## src/hw/rtl/hex_escape_decode_utf8_check_unit_assert.svh

```systemverilog
// ----------------------------------------------------------------------------
// hex_escape_decode_utf8_check_unit_assert.svh
// Assertion macros for the hex escape decoder with UTF-8 check. The macros
// use the clk and rst signals of the module that includes this header.
// ----------------------------------------------------------------------------
`ifndef HEX_ESCAPE_DECODE_UTF8_CHECK_UNIT_ASSERT_SVH
`define HEX_ESCAPE_DECODE_UTF8_CHECK_UNIT_ASSERT_SVH
`ifndef SYNTHESIS
// same-cycle implication
`define HEDU_ASSERT_HOLDS(lbl, pre, post) \
  lbl: assert property (@(posedge clk) disable iff (rst) (pre) |-> (post)) \
    else $error("hedu assertion failed");
// next-cycle implication
`define HEDU_ASSERT_NEXT(lbl, pre, post) \
  lbl: assert property (@(posedge clk) disable iff (rst) (pre) |=> (post)) \
    else $error("hedu assertion failed");
`else
`define HEDU_ASSERT_HOLDS(lbl, pre, post)
`define HEDU_ASSERT_NEXT(lbl, pre, post)
`endif
`endif

```

## src/hw/rtl/hedu_pkg.sv

```systemverilog
// ----------------------------------------------------------------------------
// hedu_pkg
// Types, character codes and helper functions shared by the hex escape
// decoder with UTF-8 check.
// ----------------------------------------------------------------------------
package hedu_pkg;

  localparam logic [7:0] CHAR_NUL    = 8'h00;
  localparam logic [7:0] CHAR_BSLASH = 8'h5C;
  localparam logic [7:0] CHAR_X      = 8'h78;

  localparam int FLAG_MALFORMED = 0;
  localparam int FLAG_INVALID   = 1;

  localparam int MAX_BEATS = 4;
  localparam int HELD_DEPTH = 3;

  typedef enum logic [1:0] {
    ESC_NONE,
    ESC_SLASH,
    ESC_X,
    ESC_DIGIT
  } esc_phase_t;

  typedef struct packed {
    esc_phase_t  phase;
    logic [4:0]  hd;
    logic        stopped;
  } esc_state_t;

  typedef struct packed {
    esc_state_t  nxt;
    logic        malformed;
    logic        feed;
    logic [7:0]  feed_byte;
  } esc_res_t;

  typedef struct packed {
    logic [HELD_DEPTH-1:0][7:0] held;
    logic [1:0]                 hc;
    logic [1:0]                 need;
    logic                       closed;
  } utf_state_t;

  typedef struct packed {
    logic [MAX_BEATS-1:0][7:0] bytes;
    logic [2:0]                num;
    logic                      has;
    logic                      fin;
    logic [1:0]                flags;
  } group_t;

  // bit 4 set for a non-hex character, else bits 3..0 hold the digit value
  function automatic logic [4:0] hex_digit(input logic [7:0] c);
    logic [4:0] r;
    if (c >= 8'h30 && c <= 8'h39) begin
      r = {1'b0, c[3:0]};
    end else if ((c >= 8'h61 && c <= 8'h66) || (c >= 8'h41 && c <= 8'h46)) begin
      r = {1'b0, c[3:0] + 4'd9};
    end else begin
      r = 5'h10;
    end
    return r;
  endfunction

  // continuation bytes required after a lead byte, 0 for a bad lead
  function automatic logic [1:0] lead_need(input logic [7:0] b);
    logic [1:0] r;
    if (b >= 8'hC2 && b <= 8'hDF) begin
      r = 2'd1;
    end else if (b >= 8'hE0 && b <= 8'hEF) begin
      r = 2'd2;
    end else if (b >= 8'hF0 && b <= 8'hF4) begin
      r = 2'd3;
    end else begin
      r = 2'd0;
    end
    return r;
  endfunction

endpackage

```

## src/hw/rtl/hedu_esc.sv

```systemverilog
// ----------------------------------------------------------------------------
// hedu_esc
// Escape decoder: tracks backslash, 'x' and two digit characters and turns
// them into one byte; plain characters pass as bytes.
// ----------------------------------------------------------------------------
module hedu_esc (
  input  logic [7:0]           char_in,
  input  logic                 is_final,
  input  hedu_pkg::esc_state_t st,
  output hedu_pkg::esc_res_t   res
);

  logic [4:0] dig;

  assign dig = hedu_pkg::hex_digit(char_in);

  always_comb begin
    res           = '0;
    res.nxt       = st;
    res.feed_byte = char_in;
    if (!st.stopped) begin
      case (st.phase)
        hedu_pkg::ESC_NONE: begin
          if (char_in == hedu_pkg::CHAR_NUL) begin
            res.nxt.stopped = 1'b1;
          end else if (char_in == hedu_pkg::CHAR_BSLASH) begin
            res.nxt.phase = hedu_pkg::ESC_SLASH;
          end else begin
            res.feed = 1'b1;
          end
        end
        hedu_pkg::ESC_SLASH: begin
          if (char_in != hedu_pkg::CHAR_X) begin
            res.malformed = 1'b1;
          end else begin
            res.nxt.phase = hedu_pkg::ESC_X;
          end
        end
        hedu_pkg::ESC_X: begin
          if (char_in == hedu_pkg::CHAR_NUL) begin
            res.malformed = 1'b1;
          end else begin
            res.nxt.hd    = dig;
            res.nxt.phase = hedu_pkg::ESC_DIGIT;
          end
        end
        hedu_pkg::ESC_DIGIT: begin
          if (char_in == hedu_pkg::CHAR_NUL) begin
            res.malformed = 1'b1;
          end else begin
            if (dig[4]) begin
              res.feed_byte = 8'hFF;
            end else if (st.hd[4]) begin
              res.feed_byte = {4'hF, dig[3:0]};
            end else begin
              res.feed_byte = {st.hd[3:0], dig[3:0]};
            end
            res.nxt.phase = hedu_pkg::ESC_NONE;
            res.feed      = 1'b1;
          end
        end
        default: begin
          res.nxt.phase = hedu_pkg::ESC_NONE;
        end
      endcase
    end
    // string ends with an escape still open
    if (is_final && !res.nxt.stopped && res.nxt.phase != hedu_pkg::ESC_NONE) begin
      res.malformed = 1'b1;
    end
    if (res.malformed) begin
      res.nxt.phase   = hedu_pkg::ESC_NONE;
      res.nxt.stopped = 1'b1;
    end
  end

endmodule

```

## src/hw/rtl/hedu_utf8.sv

```systemverilog
// ----------------------------------------------------------------------------
// hedu_utf8
// UTF-8 check of decoded bytes: holds a multi-byte sequence until it is
// complete, then releases all of its bytes as one group.
// ----------------------------------------------------------------------------
module hedu_utf8 (
  input  logic                                         feed,
  input  logic [7:0]                                   feed_byte,
  input  logic                                         is_final,
  input  hedu_pkg::utf_state_t                         st,
  output hedu_pkg::utf_state_t                         nxt,
  output logic [2:0]                                   emit_num,
  output logic [hedu_pkg::MAX_BEATS-1:0][7:0]          emit_bytes,
  output logic                                         invalid
);

  logic [7:0] lo;
  logic [7:0] hi;
  logic [1:0] need0;
  logic [1:0] wr_idx;
  logic       fail;

  assign need0  = hedu_pkg::lead_need(feed_byte);
  assign wr_idx = (st.hc == 2'd3) ? 2'd2 : st.hc;

  always_comb begin
    nxt        = st;
    emit_num   = 3'd0;
    emit_bytes = '0;
    fail       = 1'b0;
    lo         = 8'h80;
    hi         = 8'hBF;
    if (st.hc == 2'd1) begin
      case (st.held[0])
        8'hE0:   lo = 8'hA0;
        8'hED:   hi = 8'h9F;
        8'hF0:   lo = 8'h90;
        8'hF4:   hi = 8'h8F;
        default: lo = 8'h80;
      endcase
    end
    if (feed && !st.closed) begin
      if (st.hc == 2'd0) begin
        if (feed_byte == 8'h00) begin
          nxt.closed = 1'b1;
        end else if (!feed_byte[7]) begin
          emit_bytes[0] = feed_byte;
          emit_num      = 3'd1;
        end else if (need0 != 2'd0) begin
          nxt.need    = need0;
          nxt.held[0] = feed_byte;
          nxt.hc      = 2'd1;
        end else begin
          fail = 1'b1;
        end
      end else if (feed_byte < lo || feed_byte > hi) begin
        fail = 1'b1;
      end else if (st.need <= 2'd1) begin
        for (int i = 0; i < hedu_pkg::HELD_DEPTH; i++) begin
          if (i < int'(st.hc)) begin
            emit_bytes[i] = st.held[i];
          end
        end
        emit_bytes[st.hc] = feed_byte;
        emit_num          = {1'b0, st.hc} + 3'd1;
        nxt.hc            = 2'd0;
        nxt.need          = 2'd0;
      end else begin
        nxt.held[wr_idx] = feed_byte;
        nxt.hc           = st.hc + 2'd1;
        nxt.need         = st.need - 2'd1;
      end
    end
    // sequence still pending at the end of the string
    if (is_final && nxt.hc != 2'd0 && !nxt.closed) begin
      fail = 1'b1;
    end
    if (fail) begin
      nxt.hc     = 2'd0;
      nxt.need   = 2'd0;
      nxt.closed = 1'b1;
    end
    invalid = fail;
  end

endmodule

```

## src/hw/rtl/hedu_obuf.sv

```systemverilog
// ----------------------------------------------------------------------------
// hedu_obuf
// Result buffer: holds one group of up to four result beats and sends
// them out one per cycle unless stalled; end flags ride on the last beat.
// ----------------------------------------------------------------------------
`include "hex_escape_decode_utf8_check_unit_assert.svh"

module hedu_obuf (
  input  logic             clk,
  input  logic             rst,
  input  logic             load,
  input  hedu_pkg::group_t grp,
  output logic             free,
  output logic             out_valid,
  input  logic             out_stall,
  output logic [7:0]       byte_out,
  output logic             has_byte,
  output logic             end_of_result,
  output logic             malformed_escape,
  output logic             utf8_invalid
);

  logic [hedu_pkg::MAX_BEATS-1:0][7:0] bytes;
  logic [2:0]                          num;
  logic [1:0]                          pos;
  logic                                has;
  logic                                fin;
  logic [1:0]                          flags;
  logic                                last;

  assign last      = (pos == 2'(num - 3'd1));
  assign out_valid = (num != 3'd0);
  assign free      = !out_valid || (!out_stall && last);

  assign byte_out         = bytes[pos];
  assign has_byte         = has;
  assign end_of_result    = out_valid && fin && last;
  assign malformed_escape = end_of_result && flags[hedu_pkg::FLAG_MALFORMED];
  assign utf8_invalid     = end_of_result && flags[hedu_pkg::FLAG_INVALID];

  always_ff @(posedge clk) begin
    if (rst) begin
      num <= 3'd0;
      pos <= 2'd0;
    end else if (load) begin
      num <= grp.num;
      pos <= 2'd0;
    end else if (out_valid && !out_stall) begin
      if (last) begin
        num <= 3'd0;
        pos <= 2'd0;
      end else begin
        pos <= pos + 2'd1;
      end
    end
  end

  always_ff @(posedge clk) begin
    if (load) begin
      bytes <= grp.bytes;
      has   <= grp.has;
      fin   <= grp.fin;
      flags <= grp.flags;
    end
  end

  `HEDU_ASSERT_HOLDS(a_bare_marker_is_end, out_valid && !has_byte, end_of_result && byte_out == 8'h00)
  `HEDU_ASSERT_HOLDS(a_group_size, out_valid, num <= 3'd4)

endmodule

```

## src/hw/rtl/hex_escape_decode_utf8_check_unit.sv

```systemverilog
// ----------------------------------------------------------------------------
// hex_escape_decode_utf8_check_unit
// Hex escape decoder with UTF-8 check, top level.
// ----------------------------------------------------------------------------
// Takes one character per cycle while in_stall is low and decodes it in a
// single pass between the input register and the result buffer, which
// registers the first result beat of an accepted input beat. A character
// that completes a multi-byte UTF-8 sequence yields up to four result beats
// (held bytes plus itself), sent one per cycle while out_stall is low; the
// output stays busy until all are sent, and the input register meanwhile
// takes further characters but holds one that yields a result. Characters
// that yield no result never wait on the output.
`include "hex_escape_decode_utf8_check_unit_assert.svh"

module hex_escape_decode_utf8_check_unit (
  input  logic       clk,
  input  logic       rst,
  input  logic       in_valid,
  output logic       in_stall,
  input  logic [7:0] char_in,
  input  logic       is_final,
  output logic       out_valid,
  input  logic       out_stall,
  output logic [7:0] byte_out,
  output logic       has_byte,
  output logic       end_of_result,
  output logic       malformed_escape,
  output logic       utf8_invalid
);

  logic       inq_valid;
  logic [7:0] inq_char;
  logic       inq_final;

  hedu_pkg::esc_state_t esc_st;
  hedu_pkg::utf_state_t utf_st;
  logic [1:0]           err;

  hedu_pkg::esc_res_t                          esc_res;
  hedu_pkg::utf_state_t                        utf_next;
  logic [2:0]                                  emit_num;
  logic [hedu_pkg::MAX_BEATS-1:0][7:0]         emit_bytes;
  logic                                        invalid;
  logic [1:0]                                  err_next;
  hedu_pkg::group_t                            grp;
  logic                                        buf_free;
  logic                                        produce;
  logic                                        adv;
  logic                                        load;

  hedu_esc u_esc (
    .char_in  (inq_char),
    .is_final (inq_final),
    .st       (esc_st),
    .res      (esc_res)
  );

  hedu_utf8 u_utf8 (
    .feed       (esc_res.feed),
    .feed_byte  (esc_res.feed_byte),
    .is_final   (inq_final),
    .st         (utf_st),
    .nxt        (utf_next),
    .emit_num   (emit_num),
    .emit_bytes (emit_bytes),
    .invalid    (invalid)
  );

  assign err_next = err | {invalid, esc_res.malformed};

  assign produce = (emit_num != 3'd0) || inq_final;
  assign adv     = inq_valid && (buf_free || !produce);
  assign load    = adv && produce;
  assign in_stall = inq_valid && !adv;

  always_comb begin
    grp.bytes = emit_bytes;
    grp.num   = (emit_num != 3'd0) ? emit_num : 3'd1;
    grp.has   = (emit_num != 3'd0);
    grp.fin   = inq_final;
    grp.flags = err_next;
  end

  hedu_obuf u_obuf (
    .clk              (clk),
    .rst              (rst),
    .load             (load),
    .grp              (grp),
    .free             (buf_free),
    .out_valid        (out_valid),
    .out_stall        (out_stall),
    .byte_out         (byte_out),
    .has_byte         (has_byte),
    .end_of_result    (end_of_result),
    .malformed_escape (malformed_escape),
    .utf8_invalid     (utf8_invalid)
  );

  // input register
  always_ff @(posedge clk) begin
    if (rst) begin
      inq_valid <= 1'b0;
    end else if (!in_stall) begin
      inq_valid <= in_valid;
    end
  end

  always_ff @(posedge clk) begin
    if (!in_stall && in_valid) begin
      inq_char  <= char_in;
      inq_final <= is_final;
    end
  end

  // decoder state; all but the held bytes return to reset after the final character
  always_ff @(posedge clk) begin
    if (rst) begin
      esc_st        <= '0;
      utf_st.hc     <= 2'd0;
      utf_st.need   <= 2'd0;
      utf_st.closed <= 1'b0;
      err           <= 2'd0;
    end else if (adv) begin
      utf_st.held <= utf_next.held;
      if (inq_final) begin
        esc_st        <= '0;
        utf_st.hc     <= 2'd0;
        utf_st.need   <= 2'd0;
        utf_st.closed <= 1'b0;
        err           <= 2'd0;
      end else begin
        esc_st        <= esc_res.nxt;
        utf_st.hc     <= utf_next.hc;
        utf_st.need   <= utf_next.need;
        utf_st.closed <= utf_next.closed;
        err           <= err_next;
      end
    end
  end

  `HEDU_ASSERT_HOLDS(a_held_needs_more, utf_st.hc != 2'd0, utf_st.need != 2'd0)
  `HEDU_ASSERT_HOLDS(a_closed_holds_none, utf_st.closed, utf_st.hc == 2'd0)
  `HEDU_ASSERT_NEXT(a_final_clears_esc, adv && inq_final, esc_st == '0 && err == 2'd0)
  `HEDU_ASSERT_NEXT(a_final_clears_utf, adv && inq_final, utf_st.hc == 2'd0 && !utf_st.closed)

endmodule

```

## config.mk

```make
export PLATFORM = sky130hd
export DESIGN_NAME = hex_escape_decode_utf8_check_unit
export DESIGN_NICKNAME = d
export VERILOG_FILES = /design/src/hw/rtl/hedu_pkg.sv /design/src/hw/rtl/hedu_esc.sv /design/src/hw/rtl/hedu_utf8.sv /design/src/hw/rtl/hedu_obuf.sv /design/src/hw/rtl/hex_escape_decode_utf8_check_unit.sv
export VERILOG_INCLUDE_DIRS = /design/src /design/src/hw/rtl
export SDC_FILE = /design/constraint.sdc
export NUM_CORES = 1
export LEC_CHECK = 0
export ABC_AREA = 1
export BUFFER_PORTS_ARGS = -buffer_cell sky130_fd_sc_hd__buf_4
export CAP_MARGIN = 20
export CORE_ASPECT_RATIO = 1.4
export CORE_MARGIN = 2
export CORE_UTILIZATION = 40
export CTS_BUF_LIST = sky130_fd_sc_hd__clkbuf_4 sky130_fd_sc_hd__clkbuf_8 sky130_fd_sc_hd__clkbuf_16
export DETAILED_ROUTE_END_ITERATION = 7
export HOLD_SLACK_MARGIN = 0.15
export SLEW_MARGIN = 30
export SYNTH_ARGS = -nofsm -noshare
export SYNTH_HDL_FRONTEND = slang
export SYNTH_HIERARCHICAL = 1
export SYNTH_SLANG_ARGS = --single-unit
```

## constraint.sdc

```tcl
create_clock -name clk -period 5 [get_ports clk]
set_input_delay 0.25 -clock clk [delete_from_list [all_inputs] [get_ports clk]]
set_output_delay 0.25 -clock clk [all_outputs]
set_load 0.01 [all_outputs]
```

==> reports/results.ini <==
[sta]
slew_headroom=0.461
hold_viol_final=0
worstMarginPinSlew_ns=0.807
fmax_ghz=0.231
period_needed_ns=4.33
finClkSkew_ns=0.00567
setup_viol=0
maxSlewViolCount=0
fin_crit_sh=0.865
hold_slack_ns=0.262
fin_tns_setup_ns=0
rsz0062_at_grt=false

[setup_path]
cp.depth=22
path_max_fanout=18
start_kind=flop
worstPathRequired_ns=4.75
r2r_slack_ns=0.68
ff2ff_path_depth=24
critical_path_arrival_ns=4.08
path_buf_inv=6
crit_type=reg -> out
cp_slowest_cell=o21ai_0
slowest_delay_ns=0.47
path_cells=inv_1, ha_1, nand2_2, nor2_4, nor2_2, inv_2, nor2_2, inv_1, o21ai_0, ha_1, nand2_1, nand3b_2, a21oi_4, nand2_4, inv_8, nand3_4, nor2_1, nor2_2, nand3_2, nand3_1, inv_1, buf_4
cp_top_family=simple AND/OR/NAND/NOR gates
cp-end-kind=output port

[clock_network]
holdBufCountCts=11
worst_skew_pair.late_latency_ns=0.34
cts.sinks=90
cts_inserted_buffers=9
clk_pin_slew_ns=0.06
cts_tree=yes
cts-root-buf=clkbuf_16
ctsResizeCount=0
htreeDepth=3
postCtsSetupRepairBufs=0
clockBufferDepth=2

[placement]
portBuffers=26
hpwl_um=9450
globalplace.congestion=0.894

[routing]
drtPass1Iterations=7
vias=4530
detail_route.wl_per_cell_um=14.6
vias_per_cell=5.20
routed_wl_um=12700
initialDrtViolationCount=303
antenna_left=0
drc=0

[global_routing]
antenna_found_initial=0
grt_pass1_wl_um=20900
grt_overflow=0
grt_pass1_vias=4357
grt_max_degree=41
grt_usage=0.174

[synth]
synth.distinct_cells=48
ys_seq_area_frac=0.444
synth.cell_area_sq_um=5610
avgSynthCellArea_sq_um=8.53
ys_ff_latch=90
syn_nets=688
synthCells=658
yosys_warnings=6

[floorplan]
dieArea_sq_um=15000
core_sq_um=13800
die_y_um=144
boundaryPins=27
num_rows=51
die_width_um=104
initial_core_util=0.407

[layout]
diodes=0
fin_nets=711
drive_gt1_frac=0.195
mostFrequentLayoutCells=nand2_1 (127), nor2_1 (73), edfxtp_1 (69)
post-route-util=0.458
area_delta_synth_final_pct=12.5
final_common_cell=nand2_1
fillers=1347

[flow_run]
drv_cap=0

[power_and_ir_drop]
irDropWorstVdd_v=0.000147
fin_total_pwr_uw=1920
p_leak_uw=0.00258
powerDensity_nw_per_um2=304

[status]
status=complete, no violations

[min_path]
worstHoldPathCells=5
hp-class=in -> reg

Yosys cell counts (all sizes together):
cell type,number,area [sq um]
a211oi,16,160
a21oi,44,250
and2,2,12.5
and3,1,6.26
buf,23,173
clkbuf,4,15.0
conb,1,3.75
dfxtp,21,420
dlygate4sd3,1,10.0
edfxtp,69,2070
ha,17,213
inv,74,288
mux2,1,11.3
nand2,152,668
nand3,48,305
nand3b,2,18.8
nand4,8,80.1
nor2,89,387
nor3,10,50.1
nor3b,1,7.51
o211ai,1,7.51
o21a,1,7.51
o21ai,51,297
o22ai,10,62.6
o31ai,2,15.0
o32ai,5,43.8
or2,3,18.8
xor2,1,8.76
worst reg2reg max path: stages (launching register included):
cell	delay (ns)
edfxtp_1	0.38
inv_1	0.11
ha_1	0.26
nand2_2	0.10
nor2_4	0.06
nor2_2	0.10
inv_2	0.07
nor2_2	0.14
inv_1	0.12
o21ai_0	0.47
ha_1	0.34
nand2_1	0.07
nor2_1	0.04
nand2_1	0.09
a21oi_4	0.08
nand2_4	0.11
inv_8	0.06
nand4_1	0.23
inv_1	0.11
nor2_2	0.13
nand3_2	0.12
nand2_4	0.27
nand2_1	0.12
nor2_2	0.09
buf_4	0.31
through the flow:
| step | setup WS, ns | cells | instance area [sq um] |
|---|---|---|---|
| 2_1_floorplan | 0.434 | 658 | 5610 |
| 3_3_place_gp | 0.787 | 844 | 5880 |
| 3_5_place_dp | 0.666 | 844 | 5880 |
| 4_1_cts | 0.618 | 871 | 6310 |
| 5_1_grt | 0.176 | 871 | 6310 |
| 6_report | 0.673 | 871 | 6310 |
power by group:
part | internal (uW) | switching (uW)
Combinational | 111 | 208
Sequential | 843 | 34.9
Clock | 444 | 278
Total | 1400 | 521
logic make-up (layout without fill, tap and decap cells):
group                      count (synthesis)  after routing  share of synthesized area
AOI/OAI and AO/OA                        130            130                      0.150
xor gates and xnor gates                   1              1                    0.00156
adders and majority gates                 17             17                     0.0379
buffers and inverters                    102            130                     0.0865
DFF                                       90             90                      0.444
muxes                                      1              1                    0.00201
other                                      1              1                   0.000668
and+or+nand+nor                          316            316                      0.277
worst paths after layout:
path	startpoint	end
setup / recovery	inq_char[0]$_DFFE_PP_	in_stall
hold / removal	out_stall	u_obuf/num[2]$_SDFFE_PP0P_
setup reg to reg	inq_char[0]$_DFFE_PP_	utf_st[7]$_DFFE_PP_
hold reg to reg	u_obuf/num[1]$_SDFFE_PP0P_	u_obuf/num[1]$_SDFFE_PP0P_
sequential cells by signal (all words and copies together) (netlist names):
register         count
err                  2
esc_st               8
inq_char             8
inq_final            1
inq_valid            1
u_obuf/bytes        32
u_obuf/fin           1
u_obuf/flags         2
u_obuf/has_byte      1
u_obuf/num           3
u_obuf/pos           2
utf_st              29
layout make-up:
type                            count  area, sq um  area share
Multi-Input combinational cell    466         2640       0.418
Sequential cell                    90         2490       0.395
Timing Repair Buffer               40          340      0.0539
Inverter                           74          288      0.0456
Clock buffer                       10          233      0.0369
Tap cell                          185          231      0.0367
Clock inverter                      6         88.8      0.0141
layer usage:
metal | share of wire | global-route usage | up-vias
met2 | 0.52 | 0.324 | 141
met4 | 0.038 | 0.0910 | 0
met5 | 0 | 0 | -
met1 | 0.40 | 0.189 | 2088
li1 | - | - | 2267
met3 | 0.045 | 0.0324 | 34
Power figures use the tool's default switching activity.
